$ cat src/hw/rtl/mme_pkg.sv
// Shared types and constants for the matrix multiply engine.
package mme_pkg;

  localparam int IDX_W     = 3;   // row / column index width
  localparam int VAL_W     = 16;  // Q8.8 element width
  localparam int PROD_W    = 32;  // Q16.16 product width
  localparam int RES_W     = 40;  // Q24.16 sum width
  localparam int DIM_W     = 4;   // shape register width
  localparam int CFG_IDX_W = 2;
  localparam int QDEPTH    = 4;   // command queue depth
  localparam int QPTR_W    = 2;

  typedef enum logic [1:0] {
    CMD_LOAD_A = 2'd0,
    CMD_LOAD_B = 2'd1,
    CMD_START  = 2'd2
  } cmd_t;

  typedef enum logic [CFG_IDX_W-1:0] {
    REG_ROWS_A    = 2'd0,
    REG_INNER_DIM = 2'd1,
    REG_COLS_B    = 2'd2
  } cfg_reg_t;

  typedef enum logic [1:0] {
    OP_STORE_A = 2'd0,
    OP_STORE_B = 2'd1,
    OP_ERROR   = 2'd2,
    OP_START   = 2'd3
  } op_t;

  typedef struct packed {
    op_t              op;
    logic [IDX_W-1:0] row;
    logic [IDX_W-1:0] col;
    logic [VAL_W-1:0] value;
  } job_t;

  // effective (clamped) matrix shape
  typedef struct packed {
    logic [DIM_W-1:0] nr;
    logic [DIM_W-1:0] nk;
    logic [DIM_W-1:0] nc;
  } dims_t;

endpackage

$ cat src/hw/rtl/matrix_multiply_engine_unit.sv
// Top level of the dense matrix multiply engine.
//
// Computes C = A * B over signed Q8.8 elements with exact 40-bit Q24.16
// sums. Input transfers carry a command: load A element, load B element,
// or start. Loads inside the configured shape are stored silently; a load
// outside it produces one result with index_error set (in tuser), the
// offending row/column and a zero value. A start streams out every element
// of C row by row, column by column, with tlast on the final element. The
// shape registers (rows_a, inner_dim, cols_b) are written through the cfg
// channel; the user must write them only while the engine is idle, which
// the block itself does not enforce. 0 acts as 1 and values above MAX_DIM
// act as MAX_DIM. Reading a store entry that was never loaded gives an
// unspecified value. Items pass from a front end through a four-entry job
// queue to the back end, so input can keep flowing while results stall,
// until the queue is full. A start runs one multiply-accumulate per cycle
// while the result output is not stalled, on a single multiplier fed by
// one read port on each store.
module matrix_multiply_engine_unit #(
  parameter int MAX_DIM = 8
) (
  input  logic        clk,
  input  logic        rst,
  // input stream
  input  logic        s_axis_tvalid,
  output logic        s_axis_tready,
  input  logic [23:0] s_axis_tdata,   // command[1:0], row_index[4:2], col_index[7:5],
                                      // element_value[23:8]
  // result stream
  output logic        m_axis_tvalid,
  input  logic        m_axis_tready,
  output logic [47:0] m_axis_tdata,   // out_row[2:0], out_col[5:3], out_value[45:6], zero pad
  output logic        m_axis_tlast,   // last
  output logic        m_axis_tuser,   // index_error
  // configuration write channel
  input  logic        cfg_valid,
  output logic        cfg_ready,
  input  logic [1:0]  cfg_index,
  input  logic [3:0]  cfg_data
);

  logic [mme_pkg::DIM_W-1:0] rows_a, inner_dim, cols_b;
  mme_pkg::dims_t            dims;

  logic                      q_push, q_pop, q_full, q_empty;
  mme_pkg::job_t             push_job, q_head;

  logic [mme_pkg::IDX_W-1:0] out_row, out_col;
  logic [mme_pkg::RES_W-1:0] out_value;

  // clamp a shape register to 1..MAX_DIM
  function automatic logic [mme_pkg::DIM_W-1:0] clamp_dim(input logic [mme_pkg::DIM_W-1:0] v);
    logic [mme_pkg::DIM_W-1:0] r;
    if (v == '0) begin
      r = mme_pkg::DIM_W'(1);
    end else if (v > mme_pkg::DIM_W'(MAX_DIM)) begin
      r = mme_pkg::DIM_W'(MAX_DIM);
    end else begin
      r = v;
    end
    return r;
  endfunction

  assign dims.nr = clamp_dim(rows_a);
  assign dims.nk = clamp_dim(inner_dim);
  assign dims.nc = clamp_dim(cols_b);

  // config registers keep the written bits; clamping happens on use
  assign cfg_ready = 1'b1;

  always_ff @(posedge clk) begin
    if (rst) begin
      rows_a    <= mme_pkg::DIM_W'(8);
      inner_dim <= mme_pkg::DIM_W'(8);
      cols_b    <= mme_pkg::DIM_W'(8);
    end else if (cfg_valid && cfg_ready) begin
      case (cfg_index)
        mme_pkg::REG_ROWS_A:    rows_a    <= cfg_data;
        mme_pkg::REG_INNER_DIM: inner_dim <= cfg_data;
        mme_pkg::REG_COLS_B:    cols_b    <= cfg_data;
        default: ;  // writes beyond the register list are dropped
      endcase
    end
  end

  mme_front u_front (
    .dims          (dims),
    .in_valid      (s_axis_tvalid),
    .in_ready      (s_axis_tready),
    .command       (s_axis_tdata[1:0]),
    .row_index     (s_axis_tdata[4:2]),
    .col_index     (s_axis_tdata[7:5]),
    .element_value (s_axis_tdata[23:8]),
    .q_full        (q_full),
    .push          (q_push),
    .job           (push_job)
  );

  mme_queue u_queue (
    .clk      (clk),
    .rst      (rst),
    .push     (q_push),
    .push_job (push_job),
    .pop      (q_pop),
    .head     (q_head),
    .full     (q_full),
    .empty    (q_empty)
  );

  mme_back #(.MAX_DIM(MAX_DIM)) u_back (
    .clk       (clk),
    .rst       (rst),
    .dims      (dims),
    .q_empty   (q_empty),
    .q_head    (q_head),
    .q_pop     (q_pop),
    .out_valid (m_axis_tvalid),
    .out_ready (m_axis_tready),
    .out_row   (out_row),
    .out_col   (out_col),
    .out_value (out_value),
    .out_last  (m_axis_tlast),
    .out_err   (m_axis_tuser)
  );

  assign m_axis_tdata = {2'b00, out_value, out_col, out_row};

endmodule

$ cat src/hw/rtl/mme_ram.sv
// Generic single-write, single-read RAM with registered read data.
module mme_ram #(
  parameter int WIDTH = 16,
  parameter int DEPTH = 64
) (
  input  logic                     clk,
  input  logic                     we,
  input  logic [$clog2(DEPTH)-1:0] waddr,
  input  logic [WIDTH-1:0]         wdata,
  input  logic                     re,
  input  logic [$clog2(DEPTH)-1:0] raddr,
  output logic [WIDTH-1:0]         rdata
);

  logic [WIDTH-1:0] mem [DEPTH];

  always_ff @(posedge clk) begin
    if (we) begin
      mem[waddr] <= wdata;
    end
    if (re) begin
      rdata <= mem[raddr];
    end
  end

endmodule

$ cat src/hw/rtl/mme_front.sv
// Front end: accepts input items, checks load bounds and classifies them into jobs.
module mme_front (
  input  mme_pkg::dims_t                 dims,
  input  logic                           in_valid,
  output logic                           in_ready,
  input  logic [1:0]                     command,
  input  logic [mme_pkg::IDX_W-1:0]      row_index,
  input  logic [mme_pkg::IDX_W-1:0]      col_index,
  input  logic [mme_pkg::VAL_W-1:0]      element_value,
  input  logic                           q_full,
  output logic                           push,
  output mme_pkg::job_t                  job
);

  logic                      keep;
  logic                      is_load;
  logic [mme_pkg::DIM_W-1:0] lim_r;
  logic [mme_pkg::DIM_W-1:0] lim_c;
  logic                      bad;

  always_comb begin
    keep    = 1'b1;
    is_load = 1'b1;
    lim_r   = dims.nr;
    lim_c   = dims.nk;
    unique case (command)
      mme_pkg::CMD_LOAD_A: begin
        lim_r = dims.nr;
        lim_c = dims.nk;
      end
      mme_pkg::CMD_LOAD_B: begin
        lim_r = dims.nk;
        lim_c = dims.nc;
      end
      mme_pkg::CMD_START: begin
        is_load = 1'b0;
      end
      default: begin
        // unused code: taken and dropped
        keep    = 1'b0;
        is_load = 1'b0;
      end
    endcase

    bad = ({1'b0, row_index} >= lim_r) || ({1'b0, col_index} >= lim_c);

    job.row   = row_index;
    job.col   = col_index;
    job.value = element_value;
    if (!is_load) begin
      job.op = mme_pkg::OP_START;
    end else if (bad) begin
      job.op = mme_pkg::OP_ERROR;
    end else if (command == mme_pkg::CMD_LOAD_A) begin
      job.op = mme_pkg::OP_STORE_A;
    end else begin
      job.op = mme_pkg::OP_STORE_B;
    end
  end

  assign in_ready = !q_full;
  assign push     = in_valid && in_ready && keep;

endmodule

$ cat src/hw/rtl/mme_queue.sv
// Short job queue between front and back end.
module mme_queue (
  input  logic          clk,
  input  logic          rst,
  input  logic          push,
  input  mme_pkg::job_t push_job,
  input  logic          pop,
  output mme_pkg::job_t head,
  output logic          full,
  output logic          empty
);

  mme_pkg::job_t               entries [mme_pkg::QDEPTH];
  logic [mme_pkg::QPTR_W-1:0]  wr_ptr;
  logic [mme_pkg::QPTR_W-1:0]  rd_ptr;
  logic [mme_pkg::QPTR_W:0]    count;

  assign full  = (count == (mme_pkg::QPTR_W+1)'(mme_pkg::QDEPTH));
  assign empty = (count == '0);
  assign head  = entries[rd_ptr];

  always_ff @(posedge clk) begin
    if (rst) begin
      wr_ptr <= '0;
      rd_ptr <= '0;
      count  <= '0;
    end else begin
      if (push) begin
        entries[wr_ptr] <= push_job;
        wr_ptr          <= wr_ptr + 1'b1;
      end
      if (pop) begin
        rd_ptr <= rd_ptr + 1'b1;
      end
      if (push && !pop) begin
        count <= count + 1'b1;
      end else if (pop && !push) begin
        count <= count - 1'b1;
      end
    end
  end

endmodule

$ cat src/hw/rtl/mme_back.sv
// Back end: executes jobs, holds the A/B stores and runs the multiply-accumulate pipeline.
module mme_back #(
  parameter int MAX_DIM = 8
) (
  input  logic                          clk,
  input  logic                          rst,
  input  mme_pkg::dims_t                dims,
  input  logic                          q_empty,
  input  mme_pkg::job_t                 q_head,
  output logic                          q_pop,
  output logic                          out_valid,
  input  logic                          out_ready,
  output logic [mme_pkg::IDX_W-1:0]     out_row,
  output logic [mme_pkg::IDX_W-1:0]     out_col,
  output logic [mme_pkg::RES_W-1:0]     out_value,
  output logic                          out_last,
  output logic                          out_err
);

  localparam int DEPTH = MAX_DIM * MAX_DIM;
  localparam int AW    = $clog2(DEPTH);

  typedef enum logic {ST_IDLE, ST_RUN} state_t;

  state_t                       state;
  logic [mme_pkg::IDX_W-1:0]    i, j, k;
  logic                         en, pipe_empty, issue;
  logic                         last_k, last_j, last_i;

  // stage 1: RAM read data
  logic                         s1_v, s1_first, s1_lastk, s1_lastall;
  logic [mme_pkg::IDX_W-1:0]    s1_i, s1_j;
  // stage 2: product
  logic                         s2_v, s2_first, s2_lastk, s2_lastall;
  logic [mme_pkg::IDX_W-1:0]    s2_i, s2_j;
  logic signed [mme_pkg::PROD_W-1:0] prod;

  logic signed [mme_pkg::RES_W-1:0]  acc, sum;

  logic                         a_we, b_we;
  logic [AW-1:0]                waddr, a_raddr, b_raddr;
  logic [mme_pkg::VAL_W-1:0]    a_rdata, b_rdata;

  assign en         = !out_valid || out_ready;
  assign pipe_empty = !s1_v && !s2_v;
  assign q_pop      = (state == ST_IDLE) && !q_empty && en && pipe_empty;
  assign issue      = (state == ST_RUN) && en;

  assign last_k = ({1'b0, k} + 1'b1) == dims.nk;
  assign last_j = ({1'b0, j} + 1'b1) == dims.nc;
  assign last_i = ({1'b0, i} + 1'b1) == dims.nr;

  assign waddr   = AW'(q_head.row * MAX_DIM + q_head.col);
  assign a_raddr = AW'(i * MAX_DIM + k);
  assign b_raddr = AW'(k * MAX_DIM + j);
  assign a_we    = q_pop && (q_head.op == mme_pkg::OP_STORE_A);
  assign b_we    = q_pop && (q_head.op == mme_pkg::OP_STORE_B);

  mme_ram #(.WIDTH(mme_pkg::VAL_W), .DEPTH(DEPTH)) u_ram_a (
    .clk   (clk),
    .we    (a_we),
    .waddr (waddr),
    .wdata (q_head.value),
    .re    (en),
    .raddr (a_raddr),
    .rdata (a_rdata)
  );

  mme_ram #(.WIDTH(mme_pkg::VAL_W), .DEPTH(DEPTH)) u_ram_b (
    .clk   (clk),
    .we    (b_we),
    .waddr (waddr),
    .wdata (q_head.value),
    .re    (en),
    .raddr (b_raddr),
    .rdata (b_rdata)
  );

  assign sum = (s2_first ? '0 : acc) + {{(mme_pkg::RES_W-mme_pkg::PROD_W){prod[mme_pkg::PROD_W-1]}}, prod};

  always_ff @(posedge clk) begin
    if (rst) begin
      state     <= ST_IDLE;
      i         <= '0;
      j         <= '0;
      k         <= '0;
      s1_v      <= 1'b0;
      s2_v      <= 1'b0;
      out_valid <= 1'b0;
    end else if (en) begin
      s1_v       <= issue;
      s1_i       <= i;
      s1_j       <= j;
      s1_first   <= (k == '0);
      s1_lastk   <= last_k;
      s1_lastall <= last_k && last_j && last_i;

      s2_v       <= s1_v;
      s2_i       <= s1_i;
      s2_j       <= s1_j;
      s2_first   <= s1_first;
      s2_lastk   <= s1_lastk;
      s2_lastall <= s1_lastall;
      prod       <= $signed(a_rdata) * $signed(b_rdata);

      out_valid <= 1'b0;
      if (s2_v) begin
        if (s2_lastk) begin
          out_valid <= 1'b1;
          out_row   <= s2_i;
          out_col   <= s2_j;
          out_value <= sum;
          out_last  <= s2_lastall;
          out_err   <= 1'b0;
        end else begin
          acc <= sum;
        end
      end

      if (q_pop) begin
        unique case (q_head.op)
          mme_pkg::OP_ERROR: begin
            out_valid <= 1'b1;
            out_row   <= q_head.row;
            out_col   <= q_head.col;
            out_value <= '0;
            out_last  <= 1'b0;
            out_err   <= 1'b1;
          end
          mme_pkg::OP_START: begin
            state <= ST_RUN;
            i     <= '0;
            j     <= '0;
            k     <= '0;
          end
          default: ;  // stores go straight to the RAM write ports
        endcase
      end

      if (issue) begin
        if (!last_k) begin
          k <= k + 1'b1;
        end else begin
          k <= '0;
          if (!last_j) begin
            j <= j + 1'b1;
          end else begin
            j <= '0;
            if (!last_i) begin
              i <= i + 1'b1;
            end else begin
              i     <= '0;
              state <= ST_IDLE;
            end
          end
        end
      end
    end
  end

  // a new job is only taken once the MAC pipeline has drained
  a_pop_drained: assert property (@(posedge clk) disable iff (rst)
    q_pop |-> (pipe_empty && state == ST_IDLE))
    else $error("job popped while MAC pipeline busy");

  // error results carry a zero value and never close the matrix
  a_err_shape: assert property (@(posedge clk) disable iff (rst)
    (out_valid && out_err) |-> (out_value == '0 && !out_last))
    else $error("malformed error result");

  // the closing result sits at the bottom-right corner of C
  a_last_corner: assert property (@(posedge clk) disable iff (rst)
    (out_valid && out_last) |->
      ({1'b0, out_row} == dims.nr - 1'b1 && {1'b0, out_col} == dims.nc - 1'b1))
    else $error("last flag on wrong element");

  // no new result is loaded while the previous one is stalled
  a_hold_stall: assert property (@(posedge clk) disable iff (rst)
    (out_valid && !out_ready) |=> (out_valid && $stable(out_value) && $stable(out_last)))
    else $error("stalled result overwritten");

endmodule
$ cat config.mk
export PLATFORM = sky130hd
export DESIGN_NAME = matrix_multiply_engine_unit
export DESIGN_NICKNAME = d
export VERILOG_FILES = /design/src/hw/rtl/mme_pkg.sv /design/src/hw/rtl/matrix_multiply_engine_unit.sv /design/src/hw/rtl/mme_ram.sv /design/src/hw/rtl/mme_front.sv /design/src/hw/rtl/mme_queue.sv /design/src/hw/rtl/mme_back.sv
export SDC_FILE = /design/constraint.sdc
export NUM_CORES = 2
export LEC_CHECK = 0
export BUFFER_PORTS_ARGS = -buffer_cell sky130_fd_sc_hd__clkbuf_2
export CAP_MARGIN = 20
export CORE_MARGIN = 5
export CORE_UTILIZATION = 55
export CTS_CLUSTER_SIZE = 25
export DETAILED_ROUTE_END_ITERATION = 16
export GPL_ROUTABILITY_DRIVEN = 0
export HOLD_SLACK_MARGIN = 0.02
export PLACE_DENSITY = 0.82
export SYNTH_ARGS = -nofsm -noshare
export SYNTH_HDL_FRONTEND = slang
export SYNTH_SLANG_ARGS = --single-unit
$ cat constraint.sdc
create_clock -name clk -period 12.2 [get_ports clk]
set_input_delay 0.61 -clock clk [delete_from_list [all_inputs] [get_ports clk]]
set_output_delay 0.61 -clock clk [all_outputs]
set_load 0.02 [all_outputs]
==> reports/qor.txt <==
run status: finished clean
CTS tree: done
Layout area overhead: 11.4%
number of fill cells: 11900
Compound-Gate Fraction of Synth Area: 0.0223
vias: 53900
Simple-Gate Fraction of Synth Area: 0.0380
FMAX: 153 MHz
final worst path period share: 0.535
Hold Crit Class: in2reg
Crit. Startpoint: u_back.u_ram_b.rdata[1]$_DFFE_PN_
Data required, critical path: 12.82 ns
crit path time final: 6.52 ns
clock skew: 0.0759 ns
share of cells above drive strength 1: 0.223
slew margin rel.: 0.200
full die area: 193000 µm²
Startpoint Class: flip-flop
Crit Path Max Fanout: 16
Max clock buf depth: 3
WHS: 0.158 ns
Die Y: 440 µm
sequential standard cell area: 70200 µm²
Nets: 5997
largest net degree at the start of global routing: 156
die span in x: 440 µm
all-layer global routing usage: 0.270
hold wc startpoint: s_axis_tdata[1]
Post-CTS Hold Fix Bufs: 26
Post-DRT Antenna Nets: 0
Max Cap Viol: 0
type of the worst setup path: reg2reg
vias in the first global route: 55000
initial antenna violation count: 17
most frequent cells in the layout: 2314 x edfxtp_1, 632 x mux4_2, 305 x inv_1
most common cell after layout, fill and taps aside: edfxtp_1
clock-pin slew on the worst setup and hold paths: 0.07 ns
synth unique cells: 68
endpoints failing hold: 0
Vias/cell: 6.56
first-pass GRT wire length: 380000 µm
hpwl dp: 142000 µm
fraction of registers with async set/reset: 0
Post-Synth Adder-Cell Area: 0.0688
Worst Max-Slew Pin Slew: 1.20 ns
CTS buffer count: 217
clock root buffer: clkbuf_16
CP arrival: 7.14 ns
WL per Instance: 31.6 µm
sequential-to-total area share from yosys stat: 0.690
Core ar.: 183000 µm²
I/O pin count: 88
# Post-CTS Setup Buffers: 0
ys flop type: edfxtp_1
Yosys Warn Count: 0
Initial Util: 0.554
mux contribution to synthesized area: 0.151
RSZ-0062 raised after global routing: false
Mean Syn Cell Area: 19.2 µm²
Detailed Routing Iterations Pass 1: 6
Synth Area in XOR/XNOR: 0.00741
post-route insts no fill: 8216
Mapped Cells: 5301
Post-synth EDFFs: 2314
final setup violation count: 0
Synth Register Bits: 2348
drt drc: 0
Final Max Tran Viols: 0
H-tree lvl count: 4
row count: 157
Syn Std Cell Area: 102000 µm²
total grt overflow: 0
Worst-Skew Late Latency: 0.89 ns
largest family of logic cells by synthesized area: multiplexers
Post-Place Cells: 7774
Setup TNS: 0 ns
total routed wirelength: 260000 µm
clk sinks: 2348
worst r2r src: u_back.u_ram_b.rdata[1]$_DFFE_PN_
PostCTS Resize Cnt: 0
I/O Buffers: 84
initial DRC count: 8068
Multi-input gate area: 29400 µm²
kind of end point of the critical path: flip-flop
logic make-up (layout without fill, tap and decap cells):
logic type,after synthesis,after routing
AO/OA/AOI/OAI,354,354
XOR/XNOR,86,86
adder cells (fa/ha/maj),400,400
buffers and inverters,560,1003
flip-flops,2348,2348
multiplexers,725,725
other,2,10
AND/OR/NAND/NOR,826,826
registers in the layout, indices dropped and copies added, names as in the netlist, 4 cells and up, named ones only:
register and cells:
u_back.u_ram_a.mem 1024, inner_dim 4, u_back.acc 40, cols_b 4
u_back.u_ram_b.rdata 16, u_back.out_value 40, u_back.u_ram_b.mem 1024, rows_a 4
u_queue.entries 96, u_back.u_ram_a.rdata 16, u_back.prod 32
critical path, stage by stage, from the launching register on:
cell and delay, ns:
edfxtp_1 0.64, nand2_1 0.23, inv_1 0.11, fa_1 0.74, fa_1 0.49, fa_1 0.51
fa_1 0.50, fa_1 0.50, inv_1 0.05, fa_1 0.48, inv_1 0.05, ha_1 0.34
or2_2 0.32, a21oi_1 0.15, a21oi_1 0.06, a31o_2 0.27, a2111o_1 0.39, a21o_1 0.17
a21oi_1 0.17, xnor2_1 0.08
per-layer routing:
layer | global-route usage | share of wire | vias to the layer above
met5 | 0 | 0.00034 | -
met4 | 0.117 | 0.053 | 14
met3 | 0.0654 | 0.11 | 767
met2 | 0.433 | 0.49 | 4110
met1 | 0.357 | 0.35 | 27800
li1 | - | - | 21300
area by class of cell:
| class | count | share of cell area |
|---|---|---|
| Sequential cell | 2348 | 0.620 |
| Multi-Input combinational cell | 2394 | 0.259 |
| Clock buffer | 257 | 0.0497 |
| Tap cell | 2464 | 0.0272 |
| Timing Repair Buffer | 295 | 0.0200 |
| Clock inverter | 145 | 0.0131 |
| Inverter | 306 | 0.0101 |
| Antenna cell | 7 | 0.000155 |
through the flow:
stage               area [µm²]  worst slack (ns)   util
detailed placement      106000              5.73  0.576
finish                  113000              5.68  0.617
floorplan               102000              6.12      -
global route            113000              5.32  0.617
global placement        106000              5.77  0.576
CTS                     113000              5.69  0.616
final timing paths:
kind	depth (start not counted)	slack [ns]	endpoint
hold reg to reg	0	0.42	u_back.s2_i[0]$_DFFE_PP_
hold / removal	2	0.16	u_queue.entries[0][22]$_DFFE_PP_
setup / recovery	19	5.68	u_back.prod[27]$_DFFE_PP_
setup reg to reg	19	5.68	u_back.prod[27]$_DFFE_PP_
cell usage after synthesis, types with 55 or more instances:
cell type | n | area share
buf_2 | 55 | 0.0027
xnor2_1 | 63 | 0.0054
clkbuf_1 | 163 | 0.0060
mux4_2 | 648 | 0.14
ha_1 | 136 | 0.017
and2_1 | 134 | 0.0082
mux2i_1 | 61 | 0.0060
nor2b_1 | 56 | 0.0034
inv_1 | 305 | 0.011
nor2_1 | 233 | 0.0086
a21oi_1 | 113 | 0.0056
edfxtp_1 | 2314 | 0.68
o21ai_0 | 60 | 0.0030
nand2_1 | 281 | 0.010
fa_1 | 264 | 0.052
Power is left out: the tool's default activity adds up to more than one toggle a clock period on the data nets, which glitch-free logic cannot reach.
